==> config.mk <==
export PLATFORM = sky130hd
export DESIGN_NAME = sse_cell
export DESIGN_NICKNAME = d
export VERILOG_FILES = /design/src/design/sse_pkg.sv /design/src/design/sse_cell.sv
export SDC_FILE = /design/constraint.sdc
export NUM_CORES = 1
export LEC_CHECK = 0
export ABC_AREA = 1
export BUFFER_PORTS_ARGS = -buffer_cell sky130_fd_sc_hd__buf_2
export CORE_UTILIZATION = 40
export CTS_CLUSTER_SIZE = 30
export DETAILED_ROUTE_END_ITERATION = 10
export PLACE_DENSITY = 0.7
export SYNTH_ARGS = -nofsm -noshare
export SYNTH_HDL_FRONTEND = slang
export SYNTH_SLANG_ARGS = --single-unit
export TNS_END_PERCENT = 100
==> constraint.sdc <==
create_clock -name clk -period 3.5 [get_ports clk]
set_clock_uncertainty 0.2 [all_clocks]
set_input_delay 0.175 -clock clk [delete_from_list [all_inputs] [get_ports clk]]
set_output_delay 0.175 -clock clk [all_outputs]
set_load 0.01 [all_outputs]
==> src/design/sse_pkg.sv <==
`timescale 1ns / 1ps

package sse_pkg;

  localparam int unsigned DATA_W = 32;

  typedef logic signed [DATA_W-1:0] data_t;

  // what a cell shows its neighbors
  typedef struct packed {
    logic  valid;
    data_t value;
    logic  ins;    // incoming value belongs at or before this cell
  } cell_link_t;

  // per-cycle command broadcast along the chain
  typedef struct packed {
    logic  insert;
    logic  drain;
    data_t value;
  } cell_ctl_t;

  localparam cell_link_t LINK_IDLE = '{valid: 1'b0, value: '0, ins: 1'b0};

endpackage

==> src/design/sse_cell.sv <==
`timescale 1ns / 1ps

module sse_cell
  import sse_pkg::*;
(
  input  logic       clk,
  input  logic       rst_n,
  input  cell_ctl_t  ctl,
  input  cell_link_t prev_link,
  input  cell_link_t next_link,
  output cell_link_t link
);

  logic  valid_r;
  logic  valid_nxt;
  data_t value_r;
  data_t value_nxt;
  logic  ins;

  // empty cells and larger held values make room for the new value
  assign ins = !valid_r || (ctl.value < value_r);

  always_comb begin
    valid_nxt = valid_r;
    value_nxt = value_r;
    if (ctl.insert && ins) begin
      if (prev_link.ins) begin
        valid_nxt = prev_link.valid;
        value_nxt = prev_link.value;
      end else begin
        valid_nxt = 1'b1;
        value_nxt = ctl.value;
      end
    end else if (ctl.drain) begin
      valid_nxt = next_link.valid;
      value_nxt = next_link.value;
    end
  end

  always_ff @(posedge clk) begin
    if (!rst_n) begin
      valid_r <= 1'b0;
    end else begin
      valid_r <= valid_nxt;
    end
    value_r <= value_nxt;
  end

  assign link = '{valid: valid_r, value: value_r, ins: ins};

endmodule

==> reports/results.ini, run 1 <==
[run]
max_cap_violations=0

[yosys]
yosys_register_bits=33
syn_avg_cell_area_um2=9.11
postSynth.topFlopCell=edfxtp_1
ys_async_sr_fraction_pct=0
synth_nets=456
ys_top_cells_by_count=nand2_1, inv_1, edfxtp_1
synth.distinct_cells=27
synth_top_area_share_pct=32.8
synth_area_leaders=edfxtp_1, ha_1, o211ai_2, nand2_1, or2_2
synth_most_common_cell=nand2_1
ys_warn_count=0
yosysSeqAreaShare_pct=33.5
syn_area_um2=2930
syn_inst=321
yosysTopAreaCell=edfxtp_1
synth_edf_count=32

[outcome]
outcome=completed

[placed_design]
gp_congestion=0.801
dp_hpwl_mm=5.40
numPortBuffers=136
dpl_cell_area_um2=3610

[die]
ioPinCount=138
start_util_pct=42.1
dieWidth_um=87.5
rows=30
die_h_um=87.5
fp.dieArea_um2=7660
coreArea_um2=6940

[cts]
htree_levels=2
clock_latency_ns=0.28
cts_tree=yes
clockBufferDepth=2
root_buffer=clkbuf_8
cts_resized=0
post-cts-setup-buffers=0
cts.sinks=33
clk_pin_slew_ns=0.07
cts-buffers-inserted=5

[drt]
viasPerCell=4.75
wl_per_cell_um=13.4
first_iter_violations=61
dr.pass1.iters=4
drcViolationCount=0
drt-total-wl_mm=7.82
via_count=2768
drtAntennaViolNets=0

[pwr]
ir_drop_v=0.000131
clkPwrFrac_pct=20.2
power.combinational.fraction_pct=40.1
p_int_mw=0.886
p_sw_mw=0.466
static-leakage-power_nw=2.09
p_sw_share_pct=34.5
pwr-share-seq_pct=39.7
power.density_nw_per_um2=335

[critical_path]
start_kind=flip-flop
crit_top_cell=nand2_1
critPathCaptureType=flip-flop
path_buf_inv=3
cp.arrival_ns=2.96
required_ns=3.32
crit_family=simple AND/OR/NAND/NOR gates
crit_slowest_cell=dlygate4sd3_1
crit_type=flip-flop to flip-flop
cp_cell_sequence=inv_1, ha_1, a21oi_1, nor2_1, nor3_2, nand2_1, nand2_1, nand2_1, nand2_1, nand2_1, nand2_1, nand3_2, nand2_4, inv_8, o211ai_1, nand2_1, dlygate4sd3_1
slowest_delay_ns=0.56
path_max_fanout=32

[cells_and_area]
design_area_um2=4040
drive_gt1_share_pct=49.5
syn2layout_area_growth_pct=38.0
diodes=0
final_nets=622
n_fill_cell=627

[global_route]
antenna_found_initial=0
grt_pass1_vias=2720
grt_pass1_wl_mm=12.0
grt_max_degree=35
grt_overflow_total=0
grtUsageTotal_pct=20.3

[sta]
slew_headroom_pct=34.5
slew_violations=0
tightest_slew_ns=0.982
min_period_ns=3.13
setup_tns_ns=0
fmax_ghz=0.319
setup_viol=0
period_share_pct=89.6
final_hold_viol_count=0
rsz0062_at_grt=no

[hold_path]
hp-class=input port to flip-flop

tightest hold or removal path: cells and delay by family:
| kind | cells | cell delay, ns |
|---|---|---|
| AND/OR/NAND/NOR | 1 | 0.05 |
| AO/OA/AOI/OAI | 1 | 0.08 |
| buffers and inverters | 1 | 0.10 |
routing by layer:
layer  up-vias  track usage, %  share of wire (%)
li1       1401               -                  -
met1      1265            22.7                 42
met2        98            39.8                 53
met3         4            3.03                4.3
met4         0            5.22               0.79
met5         -               0                  0
layout by cell type, fill, tap and decap left out:
cell           count
clkinv_1           1
nand3_2            1
nand2_2           30
o21ai_1            1
buf_2            136
a21oi_1           16
nand2_4            1
dfxtp_1            1
nand2_1           65
or2_2             31
a21oi_2            1
nand3_1            4
o211ai_1           2
nor3_2             1
clkbuf_8           5
nand4_1            2
nor3_1             1
inv_1             44
o211ai_2          31
nor2_1             6
nand4_2            1
clkbuf_1           1
o21a_1             1
ha_1              31
o21ai_0            3
buf_4              2
dlygate4sd3_1     35
edfxtp_1          32
inv_8              1
layout make-up:
class	count	area [um2]	share of cell area [%]
Sequential cell	33	981	24.3
Tap cell	96	120	2.98
Multi-Input combinational cell	229	1640	40.5
Timing Repair Buffer	173	1050	25.9
Clock inverter	1	3.75	0.0930
Clock buffer	6	72.6	1.80
Inverter	45	176	4.37
through the flow:
| stage | hold WS, ns | power (mW) | utilization (%) | instances | setup slack [ns] |
|---|---|---|---|---|---|
| 2_1_floorplan | 0.0842 | 0.890 | - | 321 | 0.542 |
| 3_5_place_dp | 0.198 | 1.06 | 52.0 | 541 | 0.715 |
| 4_1_cts | 0.0140 | 1.37 | 58.1 | 583 | 0.318 |
| 3_3_place_gp | 0.195 | 1.04 | 52.0 | 541 | 0.746 |
| 5_1_grt | 0.0207 | 1.44 | 58.1 | 583 | 0.0330 |
| 6_report | 0.0236 | 1.35 | 58.1 | 583 | 0.366 |
worst paths after layout:
kind / startpoint / to / slack (ns) / cells after the start
hold / removal: ctl[4] / value_r[4] / 0.02 / 3
setup / recovery: value_r[5] / value_r[0] / 0.37 / 17
hold reg to reg: valid_r / value_r[28] / 0.73 / 4
setup reg to reg: value_r[5] / value_r[0] / 0.37 / 17
registers in the layout (all words and copies together), names as in the netlist:
signal / flops
value_r: 32
valid_r: 1
power groups by stage:
stage,logic (mW),registers [mW],clock network [mW]
2_1_floorplan,0.317,0.573,0
3_3_place_gp,0.495,0.544,0
3_5_place_dp,0.512,0.546,0
4_1_cts,0.547,0.538,0.284
5_1_grt,0.605,0.545,0.293
6_report,0.542,0.537,0.273
kinds of logic after synthesis:
kind of cell	count (synthesis)	share of synthesized area, %
compound gates	55	17.7
buf+inv	59	10.5
simple gates	143	24.9
fa+ha+maj	31	13.3
flops	33	33.5
repair_timing:
action / CTS / global route
endpoints found under the hold margin: 33 / 0
hold buffers: 35 / 0
setup endpoints to repair: 0 / 0
Power figures use the tool's default switching activity.
==> run 2, diff against run 1 <==
BUFFER_PORTS_ARGS = unset   (was -buffer_cell sky130_fd_sc_hd__buf_2)
DONT_BUFFER_PORTS = 1   (was unset)
HOLD_SLACK_MARGIN = 0.08   (was unset)
PLACE_DENSITY = unset   (was 0.7)
==> run 2 against run 1 <==
Worst hold slack better by 0.20 ns. Wire length down 8.4%. Die area unchanged. Sequential share of layout area up 2.1 points. Critical path type unchanged. Critical endpoint unchanged.
==> reports/results.ini, run 2 (synthesized netlist as in run 1, its figures left out) <==
[die]
ioPinCount=138  ; unchanged
rows=30  ; unchanged
start_util_pct=42.1  ; unchanged
coreArea_um2=6940  ; unchanged
die_h_um=87.5  ; unchanged
fp.dieArea_um2=7660  ; unchanged
dieWidth_um=87.5  ; unchanged

[sta]
slew_headroom_pct=39.8  ; was 34.5%
fmax_ghz=0.316  ; was 0.319 GHz
rsz0062_at_grt=no  ; unchanged
tightest_slew_ns=0.902  ; was 0.982 ns
fin_ws_ns=0.339  ; was 0.366 ns
setup_viol=0  ; unchanged
setup_tns_ns=0  ; unchanged
period_share_pct=90.3  ; was 89.6%
final_hold_viol_count=0  ; unchanged
slew_violations=0  ; unchanged
min_period_ns=3.16  ; was 3.13 ns

[hold_path]
hp-class=input port to flip-flop  ; unchanged

[global_route]
top_usage_layer=met2  ; unchanged
grt_max_degree=37  ; was 35
use_met1_pct=20.3  ; was 22.7%
antenna_found_initial=0  ; unchanged
grt_util_met3_pct=4.93  ; was 3.03%
grt_pass1_vias=2399  ; was 2720
grtUsageTotal_pct=18.1  ; was 20.3%
grt_overflow_total=0  ; unchanged
grt_pass1_wl_mm=10.7  ; was 12.0 mm
grt_util_met2_pct=34.2  ; was 39.8%

[placed_design]
dp_hpwl_mm=4.77  ; was 5.40 mm
numPortBuffers=0  ; was 136
dp_slack_ns=0.572  ; was 0.715 ns
gp_congestion=0.693  ; was 0.801

[drt]
dr.pass1.iters=4  ; unchanged
drcViolationCount=0  ; unchanged
drt-total-wl_mm=7.17  ; was 7.82 mm
wl_per_cell_um=14.9  ; was 13.4 um
first_iter_violations=43  ; was 61
drtAntennaViolNets=0  ; unchanged
viasPerCell=4.96  ; was 4.75
via_count=2390  ; was 2768

[cells_and_area]
diodes=0  ; unchanged
seqCellArea_um2=981  ; unchanged
reg.largest.list=value_r x32, valid_r x1  ; unchanged
largest_reg_flops=32  ; unchanged
multi_input_area_um2=1660  ; was 1640 um2
final_cell_mix=dlygate4sd3_1, nand2_1, inv_1, edfxtp_1  ; was buf_2, nand2_1, inv_1, dlygate4sd3_1, edfxtp_1
final_nets=520  ; was 622
largest-register=value_r  ; unchanged
drive_gt1_share_pct=28.0  ; was 49.5%
final_common_cell=dlygate4sd3_1  ; was buf_2
syn2layout_area_growth_pct=26.9  ; was 38.0%
n_fill_cell=660  ; was 627
fin_util_pct=53.5  ; was 58.1%

[cts]
root_buffer=clkbuf_8  ; unchanged
cts-buffers-inserted=5  ; unchanged
clock_latency_ns=0.28  ; about the same
clockBufferDepth=2  ; unchanged
clk_pin_slew_ns=0.07  ; about the same
cts.sinks=33  ; unchanged
htree_levels=2  ; unchanged
cts_tree=yes  ; unchanged

[pwr]
power.density_nw_per_um2=355  ; was 335 nW/um2
ir_drop_v=0.000173  ; was 0.000131 V
static-leakage-power_nw=1.71  ; was 2.09 nW
total_power_mw=1.32  ; was 1.35 mW

[critical_path]
required_ns=3.32  ; about the same
cp.arrival_ns=2.98  ; was 2.96 ns
cp_cell_sequence=inv_1, ha_1, a21oi_1, o21ai_0, a21oi_1, nand2_1, nand2_1, nand2_1, nand2_1, nand3_4, nand2_8, inv_8, o211ai_1, nand2_1, dlygate4sd3_1  ; was inv_1, ha_1, a21oi_1, nor2_1, nor3_2, nand2_1, nand2_1, nand2_1, nand2_1, nand2_1, nand2_1, nand3_2, nand2_4, inv_8, o211ai_1, nand2_1, dlygate4sd3_1
crit_slowest_cell=dlygate4sd3_1  ; unchanged
crit_top_cell=nand2_1  ; unchanged
slowest_delay_ns=0.57  ; was 0.56 ns
path_max_fanout=32  ; unchanged
crit_type=flip-flop to flip-flop  ; unchanged
critPathCaptureType=flip-flop  ; unchanged
start_kind=flip-flop  ; unchanged

[outcome]
outcome=completed  ; unchanged

[run]
max_cap_violations=0  ; unchanged

## run 2: cell count changes in the layout (fill, tap and decap cells not counted), sizes merged
cell         delta
clkbuf          +2
nand2           +1
clkinv          -1
buf           -134
dlygate4sd3    +31
## run 2: cell type report
cell class                 instances  share of cell area (%)
tap                               96                    3.24
clock buffer                       8                    2.16
inverter                          45                    4.75
sequential                        33                    26.4
multi-input combinational        230                    44.8
timing repair buffer              70                    18.6
## run 2: critical path: cells and delay by family, from the launching register on
family          cells  cell delay (ns)
compound gates      4             0.55
simple gates        7             0.69
flops               1             0.45
buf+inv             3             0.78
fa+ha+maj           1             0.24
## run 2: worst paths after layout
path / depth (start not counted) / to / from / slack [ns]
setup / recovery: 15 / value_r[0] / value_r[11] / 0.34
setup reg to reg: 15 / value_r[0] / value_r[11] / 0.34
hold reg to reg: 3 / valid_r / valid_r / 0.94
hold / removal: 3 / value_r[28] / ctl[32] / 0.22
## run 2: repair_timing
action                                  CTS  global route
setup buffers                             0             2
hold endpoints to repair                 33             0
hold buffers                             66             0
gates resized for setup                   0             2
endpoints found under the setup margin    0            32
## run 2: per-layer routing
layer | vias up | wire length (um)
li1 | 1202 | -
met5 | - | 0
met1 | 1108 | 3030
met4 | 0 | 26
met2 | 78 | 3590
met3 | 2 | 520
## run 2: report_power, final
group	switching (mW)	leakage [nW]	internal [mW]
combinational	0.232	1.33	0.232
sequential	0.0677	0.336	0.511
clock	0.135	0.0395	0.141
## run 2: through the flow
stage / std cells / cell area [um2] / hold WS (ns)
floorplan: 321 / 2930 / 0.0842
CTS: 479 / 3670 / 0.212
global route: 482 / 3710 / 0.256
finish: 482 / 3710 / 0.220
global placement: 405 / 2930 / 0.0913
detailed placement: 405 / 2930 / 0.0882
==> run 3, diff against run 2 <==
PLACE_DENSITY = 0.63   (was unset)
==> run 3 against run 2 <==
Via count increased by 0.63%. Critical endpoint is now value_r[31]. Clock power decreased by 2%. Non-clock buffer count increased by 1. Design area increased by 0.10%. Maximum frequency decreased by 1.1%. Global-route usage increased by 0.70 points. Sequential cell count unchanged. Worst hold slack improved by 0.0016 ns. Wire length increased by 2.9%. Register-to-register slack got worse by 0.04 ns. Final cell count unchanged. Largest cell class unchanged.
==> reports/results.ini, run 3 (synthesized netlist as in run 1, its figures left out) <==
[drt]
dr.pass1.iters=4  ; unchanged
drcViolationCount=0  ; unchanged
via_count=2405  ; was 2390
viasPerCell=4.99  ; was 4.96
drt-total-wl_mm=7.38  ; was 7.17 mm
drtAntennaViolNets=0  ; unchanged
wl_per_cell_um=15.3  ; was 14.9 um
first_iter_violations=68  ; was 43

[sta]
slew_violations=0  ; unchanged
min_period_ns=3.20  ; was 3.16 ns
fmax_ghz=0.313  ; was 0.316 GHz
final_hold_viol_count=0  ; unchanged
fin_ws_ns=0.303  ; was 0.339 ns
rsz0062_at_grt=no  ; unchanged
setup_viol=0  ; unchanged
timing.hold.ws_ns=0.222  ; was 0.220 ns
setup_tns_ns=0  ; unchanged
period_share_pct=91.4  ; was 90.3%
tightest_slew_ns=0.855  ; was 0.902 ns
slew_headroom_pct=42.9  ; was 39.8%

[global_route]
grt_pass1_vias=2471  ; was 2399
grt_max_degree=35  ; was 37
grt_overflow_total=0  ; unchanged
grtUsageTotal_pct=18.8  ; was 18.1%
grt_pass1_wl_mm=11.0  ; was 10.7 mm
antenna_found_initial=0  ; unchanged

[die]
dieWidth_um=87.5  ; unchanged
coreArea_um2=6940  ; unchanged
die_h_um=87.5  ; unchanged
start_util_pct=42.1  ; unchanged
fp.dieArea_um2=7660  ; unchanged
ioPinCount=138  ; unchanged
rows=30  ; unchanged

[cells_and_area]
syn2layout_area_growth_pct=27.0  ; was 26.9%
final_cell_mix=dlygate4sd3_1, nand2_1, inv_1, edfxtp_1  ; unchanged
diodes=0  ; unchanged
fin_util_pct=53.5  ; about the same
reg.largest.list=value_r x32, valid_r x1  ; unchanged
final_common_cell=dlygate4sd3_1  ; unchanged
largest-register=value_r  ; unchanged
drive_gt1_share_pct=28.2  ; was 28.0%
largest_reg_flops=32  ; unchanged
final_nets=521  ; was 520

[cts]
htree_levels=2  ; unchanged
root_buffer=clkbuf_8  ; unchanged
cts-buffers-inserted=5  ; unchanged
clk_pin_slew_ns=0.07  ; about the same
cts.sinks=33  ; unchanged
clockBufferDepth=2  ; unchanged
cts_tree=yes  ; unchanged
clock_latency_ns=0.28  ; about the same

[run]
max_cap_violations=0  ; unchanged

[critical_path]
required_ns=3.34  ; was 3.32 ns
start_kind=flip-flop  ; unchanged
r2r.worst_path.cells=17  ; was 15
cp.arrival_ns=3.04  ; was 2.98 ns
path_max_fanout=32  ; unchanged
crit_type=flip-flop to flip-flop  ; unchanged
critPathCaptureType=flip-flop  ; unchanged

[pwr]
power.density_nw_per_um2=354  ; was 355 nW/um2
static-leakage-power_nw=1.71  ; about the same
total_power_mw=1.32  ; about the same
ir_drop_v=0.000197  ; was 0.000173 V

[placed_design]
gp_congestion=0.762  ; was 0.693
numPortBuffers=0  ; unchanged
dp_hpwl_mm=4.80  ; was 4.77 mm
dp_slack_ns=0.679  ; was 0.572 ns

[outcome]
outcome=completed  ; unchanged

[hold_path]
whs_path_depth=3  ; unchanged
hp-class=input port to flip-flop  ; unchanged

==> run 3: through the flow <==
stage | instances | cell area, um2
floorplan | 321 | 2930
global placement | 406 | 2940
detailed placement | 406 | 2940
CTS | 479 | 3670
global route | 482 | 3720
finish | 482 | 3720
==> run 3: final timing paths <==
check / start / endpoint / slack [ns]
min reg2reg: valid_r / valid_r / 0.96
max reg2reg: value_r[5] / value_r[31] / 0.30
max: value_r[5] / value_r[31] / 0.30
min: ctl[32] / value_r[31] / 0.22
==> run 3: final cells by class <==
type	instances	area (um2)
Fill cell	625	3230
Inverter	45	176
Clock buffer	6	72.6
Sequential cell	33	981
Clock inverter	1	3.75
Timing Repair Buffer	71	698
Multi-Input combinational cell	230	1660
Tap cell	96	120
==> run 3: where the power goes <==
part | switching (mW) | internal, mW | leakage [nW]
Combinational | 0.233 | 0.234 | 1.34
Sequential | 0.0672 | 0.511 | 0.336
Clock | 0.136 | 0.134 | 0.0387
Total | 0.437 | 0.880 | 1.71
==> run 3: layer usage <==
metal	vias to the layer above	part of all wire (%)	track usage [%]	wire length [um]
li1	1203	-	-	-
met1	1108	42	20.7	3100
met2	88	50	34.9	3670
met3	6	7.6	6.45	560
met4	0	0.69	3.87	51
met5	-	0	0	0
==> run 3: worst max-delay path, stage by stage, from the launching register on <==
cell and delay, ns:
edfxtp_1 0.45, inv_1 0.09, ha_1 0.23, a21oi_1 0.15, nor2_1 0.06, nor3_2 0.11, nand2_1 0.08, nand2_1 0.06
nand2_1 0.07, nand2_1 0.09, nand2_1 0.06, nand2_1 0.09, nand3_4 0.16, nand2_8 0.17, inv_8 0.13, o211ai_1 0.12
nand2_1 0.08, dlygate4sd3_1 0.55
==> run 3: timing repair <==
item | CTS | global route
buffers inserted | 0 | 2
gates resized for setup | 0 | 2
hold buffers | 66 | 0
endpoints found under the hold margin | 33 | 0
endpoints found under the setup margin | 0 | 32
